===== config.mk =====
export PLATFORM = sky130hd
export DESIGN_NAME = three_axis_moving_average
export DESIGN_NICKNAME = d
export VERILOG_FILES = /design/src/hdl/tama_pkg.sv /design/src/hdl/tama_div.sv /design/src/hdl/three_axis_moving_average.sv
export VERILOG_INCLUDE_DIRS = /design/src /design/src/hdl
export SDC_FILE = /design/constraint.sdc
export NUM_CORES = 2
export LEC_CHECK = 0
export ABC_CLOCK_PERIOD_IN_PS = 4000
export BUFFER_PORTS_ARGS = -buffer_cell sky130_fd_sc_hd__clkbuf_2
export CORE_MARGIN = 5
export CORE_UTILIZATION = 59
export CTS_BUF_LIST = sky130_fd_sc_hd__clkbuf_4
export CTS_CLUSTER_SIZE = 20
export DETAILED_ROUTE_END_ITERATION = 6
export PLACE_DENSITY = 0.78
export SYNTH_ARGS = -nofsm -noshare
export SYNTH_HDL_FRONTEND = slang
export SYNTH_SLANG_ARGS = --single-unit

===== constraint.sdc =====
create_clock -name clk -period 4 [get_ports clk]
set_input_delay 0.6 -clock clk [delete_from_list [all_inputs] [get_ports clk]]
set_output_delay 0.6 -clock clk [all_outputs]
set_load 0.005 [all_outputs]

===== src/hdl/three_axis_moving_average_assert.svh =====
// assertion macros for the three-axis moving average
// expects clk and rst_n in the scope of each use
`ifndef THREE_AXIS_MOVING_AVERAGE_ASSERT_SVH
`define THREE_AXIS_MOVING_AVERAGE_ASSERT_SVH

// same-cycle implication
`define TAMA_ASSERT_NOW(label, ante, cons, msg) \
    label: assert property (@(posedge clk) disable iff (!rst_n) (ante) |-> (cons)) \
        else $error(msg);

// next-cycle implication
`define TAMA_ASSERT_NEXT(label, ante, cons, msg) \
    label: assert property (@(posedge clk) disable iff (!rst_n) (ante) |=> (cons)) \
        else $error(msg);

`endif


===== src/hdl/tama_pkg.sv =====
// shared constants, types and divider interface structs
// used by tama_div and three_axis_moving_average; no dependencies
package tama_pkg;

    localparam int WINDOW_MAX = 32;
    localparam int AXES       = 3;
    localparam int SAMPLE_W   = 16;
    localparam int IDX_W      = $clog2(WINDOW_MAX);
    localparam int LEN_W      = IDX_W + 1;
    localparam int ACC_W      = SAMPLE_W + IDX_W;
    localparam int STEP_W     = $clog2(ACC_W);
    localparam int LEN_RESET  = 15;

    typedef logic signed [SAMPLE_W-1:0] sample_t;
    typedef logic signed [ACC_W-1:0]    acc_t;
    typedef logic [LEN_W-1:0]           len_t;
    typedef logic [IDX_W-1:0]           idx_t;

    typedef struct packed {
        logic start;
    } div_ctrl_t;

    typedef struct packed {
        logic busy;
        logic done;
    } div_stat_t;

endpackage


===== src/hdl/tama_div.sv =====
// three-lane bit-serial signed divider, one quotient bit per lane per cycle
// truncates toward zero; depends on tama_pkg
module tama_div (
    input  logic                  clk,
    input  logic                  rst_n,
    input  tama_pkg::div_ctrl_t   ctrl,
    input  tama_pkg::acc_t        dividend [tama_pkg::AXES],
    input  tama_pkg::len_t        divisor,
    output tama_pkg::div_stat_t   stat,
    output tama_pkg::sample_t     quotient [tama_pkg::AXES]
);

    logic                            busy_reg, busy_next;
    logic                            done_reg, done_next;
    logic [tama_pkg::STEP_W-1:0]     step_reg, step_next;
    tama_pkg::len_t                  div_reg, div_next;
    logic                            neg_reg  [tama_pkg::AXES];
    logic                            neg_next [tama_pkg::AXES];
    logic [tama_pkg::ACC_W-1:0]      mag_reg  [tama_pkg::AXES];
    logic [tama_pkg::ACC_W-1:0]      mag_next [tama_pkg::AXES];
    logic [tama_pkg::LEN_W-1:0]      rem_reg  [tama_pkg::AXES];
    logic [tama_pkg::LEN_W-1:0]      rem_next [tama_pkg::AXES];
    logic [tama_pkg::LEN_W:0]        rem_shift [tama_pkg::AXES];
    logic                            rem_ge    [tama_pkg::AXES];
    logic [tama_pkg::ACC_W-1:0]      q_full    [tama_pkg::AXES];

    always_comb
    begin
        busy_next = busy_reg;
        done_next = 1'b0;
        step_next = step_reg;
        div_next  = div_reg;
        for (int a = 0; a < tama_pkg::AXES; a++)
        begin
            rem_shift[a] = {rem_reg[a], mag_reg[a][tama_pkg::ACC_W-1]};
            rem_ge[a]    = rem_shift[a] >= {1'b0, div_reg};
            neg_next[a]  = neg_reg[a];
            mag_next[a]  = mag_reg[a];
            rem_next[a]  = rem_reg[a];
            q_full[a]    = neg_reg[a] ? (~mag_reg[a] + tama_pkg::ACC_W'(1)) : mag_reg[a];
            quotient[a]  = q_full[a][tama_pkg::SAMPLE_W-1:0];
        end
        if (ctrl.start)
        begin
            busy_next = 1'b1;
            step_next = '0;
            div_next  = divisor;
            for (int a = 0; a < tama_pkg::AXES; a++)
            begin
                neg_next[a] = dividend[a][tama_pkg::ACC_W-1];
                mag_next[a] = dividend[a][tama_pkg::ACC_W-1]
                            ? (~dividend[a] + tama_pkg::ACC_W'(1)) : dividend[a];
                rem_next[a] = '0;
            end
        end
        else if (busy_reg)
        begin
            for (int a = 0; a < tama_pkg::AXES; a++)
            begin
                mag_next[a] = {mag_reg[a][tama_pkg::ACC_W-2:0], rem_ge[a]};
                rem_next[a] = rem_ge[a]
                            ? tama_pkg::LEN_W'(rem_shift[a] - {1'b0, div_reg})
                            : rem_shift[a][tama_pkg::LEN_W-1:0];
            end
            if (step_reg == tama_pkg::STEP_W'(tama_pkg::ACC_W - 1))
            begin
                busy_next = 1'b0;
                done_next = 1'b1;
            end
            else
            begin
                step_next = step_reg + tama_pkg::STEP_W'(1);
            end
        end
    end

    always_ff @(posedge clk or negedge rst_n)
    begin
        if (!rst_n)
        begin
            busy_reg <= 1'b0;
            done_reg <= 1'b0;
            step_reg <= '0;
        end
        else
        begin
            busy_reg <= busy_next;
            done_reg <= done_next;
            step_reg <= step_next;
        end
    end

    always_ff @(posedge clk)
    begin
        div_reg <= div_next;
        for (int a = 0; a < tama_pkg::AXES; a++)
        begin
            neg_reg[a] <= neg_next[a];
            mag_reg[a] <= mag_next[a];
            rem_reg[a] <= rem_next[a];
        end
    end

    assign stat.busy = busy_reg;
    assign stat.done = done_reg;

endmodule


===== src/hdl/three_axis_moving_average.sv =====
// a warm-up passthrough is registered into the result, held in ST_DONE, then loaded into
// the output registers; an average (n = effective window length, 1..32) walks the sample
// store one row per cycle, runs the bit-serial divider and is handed off the same way
// a new sample is taken only in idle, once the last result is in the output registers;
// a result waits in ST_DONE while the output registers hold one not yet transferred
// reset: async active low; index 0, warm-up on, length 15, store reads as zero
`include "three_axis_moving_average_assert.svh"

module three_axis_moving_average (
    input  logic                         clk,
    input  logic                         rst_n,
    input  logic                         cfg_write,
    input  logic [tama_pkg::LEN_W-1:0]   cfg_data,
    input  logic                         sample_valid,
    output logic                         sample_ready,
    input  logic signed [15:0]           sample_x,
    input  logic signed [15:0]           sample_y,
    input  logic signed [15:0]           sample_z,
    output logic                         mean_valid,
    input  logic                         mean_ready,
    output logic signed [15:0]           mean_x,
    output logic signed [15:0]           mean_y,
    output logic signed [15:0]           mean_z,
    output logic                         averaged
);

    localparam int ROW_W = tama_pkg::AXES * tama_pkg::SAMPLE_W;

    typedef enum logic [3:0] {
        ST_IDLE = 4'b0001,
        ST_SUM  = 4'b0010,
        ST_DIV  = 4'b0100,
        ST_DONE = 4'b1000
    } state_t;

    state_t                          state_reg, state_next;
    tama_pkg::len_t                  window_length_reg;
    tama_pkg::len_t                  eff_len;
    tama_pkg::len_t                  idx_plus;
    tama_pkg::idx_t                  write_index_reg, write_index_next;
    logic                            warming_reg, warming_next;
    tama_pkg::len_t                  len_reg, len_next;
    tama_pkg::len_t                  cnt_reg, cnt_next;
    logic                            pend_reg, pend_next;
    tama_pkg::acc_t                  acc_reg  [tama_pkg::AXES];
    tama_pkg::acc_t                  acc_next [tama_pkg::AXES];
    tama_pkg::sample_t               res_reg  [tama_pkg::AXES];
    tama_pkg::sample_t               res_next [tama_pkg::AXES];
    logic                            res_avg_reg, res_avg_next;
    logic                            mean_valid_reg, mean_valid_next;
    tama_pkg::sample_t               mean_reg  [tama_pkg::AXES];
    logic                            averaged_reg;
    logic                            load_out;
    logic                            accept;
    logic                            rd_en;
    logic [ROW_W-1:0]                wr_row;
    logic [ROW_W-1:0]                row_mem [tama_pkg::WINDOW_MAX];
    logic [ROW_W-1:0]                rd_row_reg;
    logic                            rd_vld_reg;
    logic [tama_pkg::WINDOW_MAX-1:0] vld_reg;
    tama_pkg::sample_t               sample_in [tama_pkg::AXES];
    tama_pkg::sample_t               rd_lane   [tama_pkg::AXES];
    tama_pkg::div_ctrl_t             div_ctrl;
    tama_pkg::div_stat_t             div_stat;
    tama_pkg::sample_t               quotient  [tama_pkg::AXES];

    assign sample_in[0] = sample_x;
    assign sample_in[1] = sample_y;
    assign sample_in[2] = sample_z;
    assign wr_row       = {sample_z, sample_y, sample_x};

    assign sample_ready = (state_reg == ST_IDLE);
    assign accept       = sample_valid && sample_ready;

    always_comb
    begin
        if (window_length_reg == '0)
            eff_len = tama_pkg::LEN_W'(1);
        else if (window_length_reg > tama_pkg::LEN_W'(tama_pkg::WINDOW_MAX))
            eff_len = tama_pkg::LEN_W'(tama_pkg::WINDOW_MAX);
        else
            eff_len = window_length_reg;
    end

    assign idx_plus = {1'b0, write_index_reg} + tama_pkg::LEN_W'(1);

    always_comb
    begin
        for (int a = 0; a < tama_pkg::AXES; a++)
            rd_lane[a] = rd_vld_reg ? rd_row_reg[a*tama_pkg::SAMPLE_W +: tama_pkg::SAMPLE_W]
                                    : '0;
    end

    always_comb
    begin
        state_next       = state_reg;
        write_index_next = write_index_reg;
        warming_next     = warming_reg;
        len_next         = len_reg;
        cnt_next         = cnt_reg;
        pend_next        = 1'b0;
        res_avg_next     = res_avg_reg;
        rd_en            = 1'b0;
        div_ctrl.start   = 1'b0;
        load_out         = 1'b0;
        for (int a = 0; a < tama_pkg::AXES; a++)
        begin
            acc_next[a] = acc_reg[a];
            res_next[a] = res_reg[a];
        end
        unique case (state_reg)
            ST_IDLE:
            begin
                if (accept)
                begin
                    if (warming_reg && (idx_plus < eff_len))
                    begin
                        write_index_next = idx_plus[tama_pkg::IDX_W-1:0];
                        for (int a = 0; a < tama_pkg::AXES; a++)
                            res_next[a] = sample_in[a];
                        res_avg_next = 1'b0;
                        state_next   = ST_DONE;
                    end
                    else
                    begin
                        warming_next     = 1'b0;
                        write_index_next = (idx_plus >= eff_len)
                                         ? '0 : idx_plus[tama_pkg::IDX_W-1:0];
                        len_next         = eff_len;
                        cnt_next         = '0;
                        for (int a = 0; a < tama_pkg::AXES; a++)
                            acc_next[a] = '0;
                        state_next = ST_SUM;
                    end
                end
            end
            ST_SUM:
            begin
                if (cnt_reg < len_reg)
                begin
                    rd_en     = 1'b1;
                    pend_next = 1'b1;
                    cnt_next  = cnt_reg + tama_pkg::LEN_W'(1);
                end
                if (pend_reg)
                begin
                    for (int a = 0; a < tama_pkg::AXES; a++)
                        acc_next[a] = acc_reg[a] + tama_pkg::ACC_W'(rd_lane[a]);
                end
                else if (cnt_reg == len_reg)
                begin
                    div_ctrl.start = 1'b1;
                    state_next     = ST_DIV;
                end
            end
            ST_DIV:
            begin
                if (div_stat.done)
                begin
                    for (int a = 0; a < tama_pkg::AXES; a++)
                        res_next[a] = quotient[a];
                    res_avg_next = 1'b1;
                    state_next   = ST_DONE;
                end
            end
            ST_DONE:
            begin
                if (!mean_valid_reg || mean_ready)
                begin
                    load_out   = 1'b1;
                    state_next = ST_IDLE;
                end
            end
            default:
            begin
                state_next = ST_IDLE;
            end
        endcase
    end

    always_comb
    begin
        mean_valid_next = mean_valid_reg;
        if (mean_valid_reg && mean_ready)
            mean_valid_next = 1'b0;
        if (load_out)
            mean_valid_next = 1'b1;
    end

    always_ff @(posedge clk or negedge rst_n)
    begin
        if (!rst_n)
        begin
            state_reg         <= ST_IDLE;
            window_length_reg <= tama_pkg::LEN_W'(tama_pkg::LEN_RESET);
            write_index_reg   <= '0;
            warming_reg       <= 1'b1;
            len_reg           <= '0;
            cnt_reg           <= '0;
            pend_reg          <= 1'b0;
            mean_valid_reg    <= 1'b0;
            vld_reg           <= '0;
        end
        else
        begin
            state_reg       <= state_next;
            write_index_reg <= write_index_next;
            warming_reg     <= warming_next;
            len_reg         <= len_next;
            cnt_reg         <= cnt_next;
            pend_reg        <= pend_next;
            mean_valid_reg  <= mean_valid_next;
            if (cfg_write)
                window_length_reg <= cfg_data;
            if (accept)
                vld_reg[write_index_reg] <= 1'b1;
        end
    end

    always_ff @(posedge clk)
    begin
        res_avg_reg <= res_avg_next;
        for (int a = 0; a < tama_pkg::AXES; a++)
        begin
            acc_reg[a] <= acc_next[a];
            res_reg[a] <= res_next[a];
        end
        if (load_out)
        begin
            averaged_reg <= res_avg_reg;
            for (int a = 0; a < tama_pkg::AXES; a++)
                mean_reg[a] <= res_reg[a];
        end
    end

    // sample store, one row of three axes per entry
    always_ff @(posedge clk)
    begin
        if (accept)
            row_mem[write_index_reg] <= wr_row;
        if (rd_en)
        begin
            rd_row_reg <= row_mem[cnt_reg[tama_pkg::IDX_W-1:0]];
            rd_vld_reg <= vld_reg[cnt_reg[tama_pkg::IDX_W-1:0]];
        end
    end

    tama_div u_div (
        .clk      (clk),
        .rst_n    (rst_n),
        .ctrl     (div_ctrl),
        .dividend (acc_reg),
        .divisor  (len_reg),
        .stat     (div_stat),
        .quotient (quotient)
    );

    assign mean_valid = mean_valid_reg;
    assign mean_x     = mean_reg[0];
    assign mean_y     = mean_reg[1];
    assign mean_z     = mean_reg[2];
    assign averaged   = averaged_reg;

    `TAMA_ASSERT_NEXT(a_busy_after_transfer, accept, !sample_ready, "ready after transfer")
    `TAMA_ASSERT_NOW(a_avg_after_warmup, mean_valid && averaged, !warming_reg, "average in warm-up")
    `TAMA_ASSERT_NOW(a_div_done_in_div, div_stat.done, state_reg == ST_DIV, "done outside divide")
    `TAMA_ASSERT_NOW(a_div_busy_in_div, div_stat.busy, state_reg == ST_DIV, "busy outside divide")
    `TAMA_ASSERT_NOW(a_walk_in_range, state_reg == ST_SUM, cnt_reg <= len_reg, "walk past window")

endmodule

==> Word level (Yosys, flattened, before mapping) <==
Memories as Yosys holds them, arrays and structs flattened. A register that Yosys moved wholly into a read port is not among the register bits.
Cells that the tools add are included.
{ "word_totals": {"n_memories": 6, "ramBits": 1716, "input_bits": 59, "ff_bits": 141, "word_cells": 162} }
{ "mem_list": {"columns": ["name", "depth", "width", "read_ports", "rd_ports_with_merged_regs", "wr", "line_no", "rtl"], "rows": [
  ["row_mem", 32, 48, 1, 1, 1, "three_axis_moving_average.sv:57", "logic [ROW_W-1:0] row_mem [tama_pkg::WINDOW_MAX];"],
  ["u_div.mag_reg", 3, 21, 3, 0, 3, "tama_div.sv:19", "logic [tama_pkg::ACC_W-1:0] mag_reg [tama_pkg::AXES];"],
  ["mean_reg", 3, 16, 3, 0, 3, "three_axis_moving_average.sv:51", "tama_pkg::sample_t mean_reg [tama_pkg::AXES];"],
  ["res_reg", 3, 16, 3, 0, 3, "three_axis_moving_average.sv:47", "tama_pkg::sample_t res_reg [tama_pkg::AXES];"],
  ["u_div.rem_reg", 3, 6, 3, 0, 3, "tama_div.sv:21", "logic [tama_pkg::LEN_W-1:0] rem_reg [tama_pkg::AXES];"],
  ["u_div.neg_reg", 3, 1, 3, 0, 3, "tama_div.sv:17", "logic neg_reg [tama_pkg::AXES];"]
]} }
{ "op_classes": {"mux": 70, "magnitude_cmp": 10, "n_addsub": 15, "eq_ne": 16, "reduce_logical": 18, "n_bitwise": 8} }
{ "op_table": {"columns": ["op", "n"], "rows": [
  ["two-way mux 63 bit", 5],
  ["two-way mux 48 bit", 3],
  ["one-hot mux 63 bit (2 select lines)", 1],
  ["two-way mux 16 bit", 6],
  ["one-hot mux 48 bit (2 select lines)", 1],
  ["adder 21 x 16 -> 21 bit", 3],
  ["adder 21 x 2 -> 21 bit, second input constant", 3],
  ["two-way mux 21 bit", 3],
  ["inverter 21 bit", 3],
  ["adder 16 x 1 -> 16 bit, second input constant", 3],
  ["two-way mux 6 bit", 8],
  ["inverter 16 bit", 3],
  ["two-way mux 18 bit", 2],
  ["bitwise OR 32 bit", 1],
  ["two-way mux 5 bit", 5],
  ["two-way mux 1 bit", 24],
  ["two-way mux 4 bit", 6],
  ["greater-or-equal comparator 7 x 6 -> 1 bit", 3],
  ["subtractor 6 bit", 3],
  ["one-hot mux 4 bit (4 select lines)", 1],
  ["!= test 2 bit, second input constant", 7],
  ["< comparator 5 x 6 -> 1 bit, second input constant", 2],
  ["< comparator 6 bit", 2],
  ["one-hot mux 6 bit (2 select lines)", 1],
  ["27 further kinds", 38]
]} }

==> Depth between registers and ports, before layout <==
{ "depth": {"depth_word": 8, "depth_mapped": 13, "mapped_depth_nobuf": 11} }

==> Cells and area by module <==
Synthesis repeated with hierarchy kept, for this count alone.
{ "unflattened": {"hier_cells": 4050, "hier_area_um2": 78606.6} }
{ "modules_own_cells": {"columns": ["module", "seq_area_each_um2", "cells_each", "n_inst", "area_each_um2"], "rows": [
  ["three_axis_moving_average", 53989.3, 3284, 1, 71593.7],
  ["tama_div", 2697.6, 766, 1, 7013.0]
]} }

==> Least setup slack after synthesis <==
Ideal clock, no wire load.
{ "synth_timing": {"kind": "register -> register", "from": "register write_index_reg[2]", "to": "register acc_reg[0] (netlist name) (enable)", "arrival_ns": 3.698, "setup_ns": 0.681, "path_slack_ns": -0.380, "t_required_ns": 3.319, "path_stages_with_launch": 11, "synth_period_minus_slack_ns": 4.380, "cell_sequence": "dfrtp_1 -> clkbuf_1 -> nand3_1 -> xnor2_1 -> ha_1 -> a21o_1 -> a21o_1 -> a2111oi_0 -> nand2b_1 -> clkbuf_1 -> nand2_1"} }
{ "synth_between": {"elab_chain_cells": 5} }
{ "synth_rtl": {"columns": ["element", "line_no", "rtl"], "rows": [
  ["start, declared", "three_axis_moving_average.sv:40", "tama_pkg::idx_t write_index_reg, write_index_next;"],
  ["start signal, assigned", "three_axis_moving_average.sv:207", "write_index_reg <= write_index_next;"],
  ["adder 5 x 1 -> 6 bit", "three_axis_moving_average.sv:85", "assign idx_plus = {1'b0, write_index_reg} + tama_pkg::LEN_W'(1);"],
  ["< comparator 6 bit", "three_axis_moving_average.sv:116", "if (warming_reg && (idx_plus < eff_len))"],
  ["logical AND 1 bit", "three_axis_moving_average.sv:116", null],
  ["!= test 2 bit (no line)", null, null],
  ["AND reduction 4 bit (no line)", null, null],
  ["end signal, assigned by index", "three_axis_moving_average.sv:225", "acc_reg[a] <= acc_next[a];"],
  ["end, declared", "three_axis_moving_average.sv:45", "tama_pkg::acc_t acc_reg [tama_pkg::AXES];"]
]} }
Every way passes these cells.
A chain may end at the register's enable or synchronous reset.

==> Final worst setup path <==
{ "layout_timing": {"from": "register rd_vld_reg", "to": "register acc_reg[18] (netlist name) (data pin)"} }
{ "layout_between": {"elab_chain_cells": 4} }
{ "layout_rtl": {"columns": ["element", "line_no", "rtl"], "rows": [
  ["start, declared", "three_axis_moving_average.sv:59", "logic rd_vld_reg;"],
  ["start signal, assigned", "three_axis_moving_average.sv:244", "rd_vld_reg <= vld_reg[cnt_reg[tama_pkg::IDX_W-1:0]];"],
  ["two-way mux 16 bit", "three_axis_moving_average.sv:90", "rd_lane[a] = rd_vld_reg ? rd_row_reg[a*tama_pkg::SAMPLE_W +: tama_pkg::SAMPLE_W]"],
  ["adder 21 x 16 -> 21 bit", "three_axis_moving_average.sv:148", "acc_next[a] = acc_reg[a] + tama_pkg::ACC_W'(rd_lane[a]);"],
  ["two-way mux 63 bit", "three_axis_moving_average.sv:145", "if (pend_reg)"],
  ["one-hot mux 63 bit (2 select lines)", "three_axis_moving_average.sv:111", "unique case (state_reg)"]
]} }
Every way passes these cells. The select of a mux whose other input is x is not followed.

==> flow_summary.json <==
{
  "hpwl_um": 106000,
  "track_usage_pct": 27.5,
  "p_sw_share_pct": 28.8,
  "nets": 4814,
  "yosys.cell_count.top_type": "edfxtp_1",
  "largest_register_ffs": 1536,
  "power_frac_comb_pct": 23.9,
  "rows": 133,
  "cts-buffers-inserted": 468,
  "post-cts-setup-buffers": 0,
  "cp.arrival_ns": 4.52,
  "cp-end-kind": "flop",
  "cts.reportedPaths.clkPinSlew_ns": 0.06,
  "yosys.area.top_type": "edfxtp_1",
  "grt_max_degree": 122,
  "grt_overflow_total": 0,
  "maxSlewHeadroom_pct": 19.9,
  "drt_first_pass_iters": 6,
  "p_per_area_nw_per_um2": 597,
  "setup_tns_ns": 0,
  "clock_sinks": 1905,
  "synthFlopType": "edfxtp_1",
  "clockBufferDepth": 4,
  "drtAntennaViolNets": 0,
  "drt-initial-drc-count": 5217,
  "yosysWarningCount": 0,
  "cts_tree": "yes",
  "grt_pass1_wl_um": 281000,
  "viasPerCell": 6.34,
  "setup_slack_ns": 0.540,
  "syn_avg_cell_area_um2": 19.3,
  "pwr-share-clk_pct": 29.1,
  "fmax_ghz": 0.289,
  "path_max_fanout": 12,
  "critPathRequiredTime_ns": 5.06,
  "tightest_slew_ns": 1.20,
  "die_height_um": 374,
  "area_growth_syn_to_layout_pct": 13.2,
  "power_frac_seq_pct": 47.0,
  "max_cap_viol_count": 0,
  "hp-class": "in2reg",
  "hold_buffers": 73,
  "drive_gt1_share_pct": 31.7,
  "p_int_w": 0.0375,
  "dp_slack_ns": 0.585,
  "insertion_delay_ns": 1.34,
  "hold_viol_final": 0,
  "synth_fp_nets": 4207,
  "antenna_found_initial": 18,
  "synth_edf_count": 1818,
  "synth_area_leaders": "edfxtp_1 (70%), mux4_2 (14%), dfrtp_1 (2.0%)",
  "pin_count": 110,
  "drt_drc_violations_left": 0,
  "ys_async_sr_fraction_pct": 3.62,
  "start_util_pct": 59.3,
  "place.gp.congestion": 0.832,
  "die_w_um": 374,
  "outcome": "finished, final reports clean",
  "core_area_um2": 131000,
  "fin_skew_ns": 0.0973,
  "fin_crit_ns": 3.46,
  "htreeDepth": 5,
  "netlist_area_um2": 78000,
  "rsz0062_at_grt": "no",
  "root_buffer": "clkbuf_4",
  "cts-resized-gates": 0,
  "synthDominantCellAreaShare_pct": 70.0,
  "fin_crit_sh_pct": 86.5,
  "ys_seq_area_share_pct": 72.7,
  "slew_viol_final": 0,
  "synth_seq_cells": 1905,
  "die-area_um2": 140000,
  "netlist_instances": 4039,
  "ir_worst_vdd_mv": 0.417,
  "setup_violations": 0,
  "path_class": "reg2reg",
  "synth_cell_types": 75,
  "switching_power_w": 0.0152,
  "wl_um": 191000,
  "placement.io_buffers": 109,
  "grt_pass1_vias": 43400,
  "synth_commonest_cells": "edfxtp_1 (1818), mux4_2 (490), nand2_1 (231)",
  "post_drt_wl_per_cell_um": 28.3,
  "dr_total_vias": 42800,
  "critical_path.startpoint_type": "flop",
  "p_leak_nw": 29.7
}
-- critical path, stage by stage, from the launching register on --
cell and delay (ns):
edfxtp_1 0.60, and2_1 0.24, ha_1 0.22, fa_1 0.44, a21oi_1 0.20, o21ai_0 0.16
a2111oi_1 0.48, buf_4 0.20, nor3_1 0.08, a221oi_1 0.36, xor2_1 0.17, nor2_1 0.05
-- kinds of logic (layout without fill, tap and decap cells) --
| kind of cell | count (synthesis) | in the layout | synth area share (%) |
|---|---|---|---|
| flip-flops | 1905 | 1905 | 72.7 |
| AND/OR/NAND/NOR | 640 | 640 | 3.93 |
| multiplexers | 561 | 561 | 15.2 |
| AO/OA/AOI/OAI | 418 | 418 | 3.31 |
| buffers and inverters | 240 | 1197 | 1.22 |
| XOR/XNOR | 166 | 166 | 1.86 |
| adder cells (fa/ha/maj) | 109 | 109 | 1.81 |
| other | 0 | 11 | 0 |
-- routing by layer --
layer | part of all wire, % | track usage [%]
met5 | 0.028 | 0
met3 | 13 | 8.52
met1 | 36 | 37.4
met4 | 2.7 | 8.79
met2 | 48 | 43.4
-- power by group through the flow --
stage / Combinational [W] / Clock [W] / Sequential [W]
2_1_floorplan: 0.00941 / 0 / 0.0246
3_3_place_gp: 0.0123 / 0 / 0.0251
3_5_place_dp: 0.0125 / 0 / 0.0252
4_1_cts: 0.0126 / 0.0156 / 0.0248
5_1_grt: 0.0137 / 0.0168 / 0.0249
6_report: 0.0126 / 0.0153 / 0.0248
-- cell type report --
type | instances | area [um^2]
flip-flops and latches | 1905 | 56700
fillers | 8323 | 43200
multi-input cells | 1894 | 20600
clock buffers | 674 | 5060
repair buffers | 315 | 2820
well taps | 1755 | 2200
clock inverters | 146 | 626
inverters | 62 | 240
diodes | 11 | 27.5
-- through the flow --
stage               total power [W]  std cells  hold WS (ns)  util (%)  instance area (um^2)
floorplan                    0.0340       4039         0.304         -                 78000
global placement             0.0374       5858         0.401      62.2                 81800
detailed placement           0.0377       5858         0.405      62.2                 81800
CTS                          0.0529       6751        0.0594      67.1                 88300
global route                 0.0554       6755         0.155      67.1                 88300
finish                       0.0527       6762         0.225      67.2                 88300
-- path summary, 6_finish.rpt --
| kind | slack [ns] | start | end | cells after the start |
|---|---|---|---|---|
| setup / recovery | 0.54 | rd_vld_reg | acc_reg[18] | 11 |
| setup reg to reg | 0.54 | rd_vld_reg | acc_reg[18] | 11 |
| hold reg to reg | 0.41 | res_reg[0][41] | mean_reg[0][41] | 0 |
| min in group asynchronous | 0.59 | rst_n | write_index_reg[4] | 4 |
| hold / removal | 0.22 | cfg_write | window_length_reg[5] | 3 |
| max in group asynchronous | 2.96 | rst_n | vld_reg[6] | 4 |
-- layout by cell type (no fill, tap or decap), types with 12 or more instances in the layout --
cell / Yosys / final
a21oi_1: 69 / 69
xnor2_1: 47 / 47
clkbuf_2: 0 / 108
o31ai_1: 29 / 29
inv_1: 61 / 60
or3_1: 12 / 12
nor2_1: 155 / 123
dfrtp_1: 63 / 59
nand2b_1: 23 / 22
clkinv_1: 1 / 124
a211oi_1: 23 / 23
nor3_1: 23 / 23
buf_12: 0 / 44
o21ai_1: 14 / 14
a31oi_1: 13 / 13
clkinv_2: 0 / 16
dlygate4sd3_1: 0 / 72
or2_2: 35 / 35
xor2_1: 119 / 119
clkbuf_4: 0 / 674
mux2_2: 56 / 56
mux2i_1: 15 / 15
mux4_2: 490 / 490
a21o_1: 28 / 28
edfxtp_1: 1818 / 1818
o21ai_0: 174 / 174
nor2_4: 0 / 32
nand3_1: 23 / 23
ha_1: 103 / 103
buf_4: 1 / 90
dfxtp_1: 18 / 18
and2_1: 60 / 59
nand2_1: 231 / 229
Power figures use the tool's default switching activity.
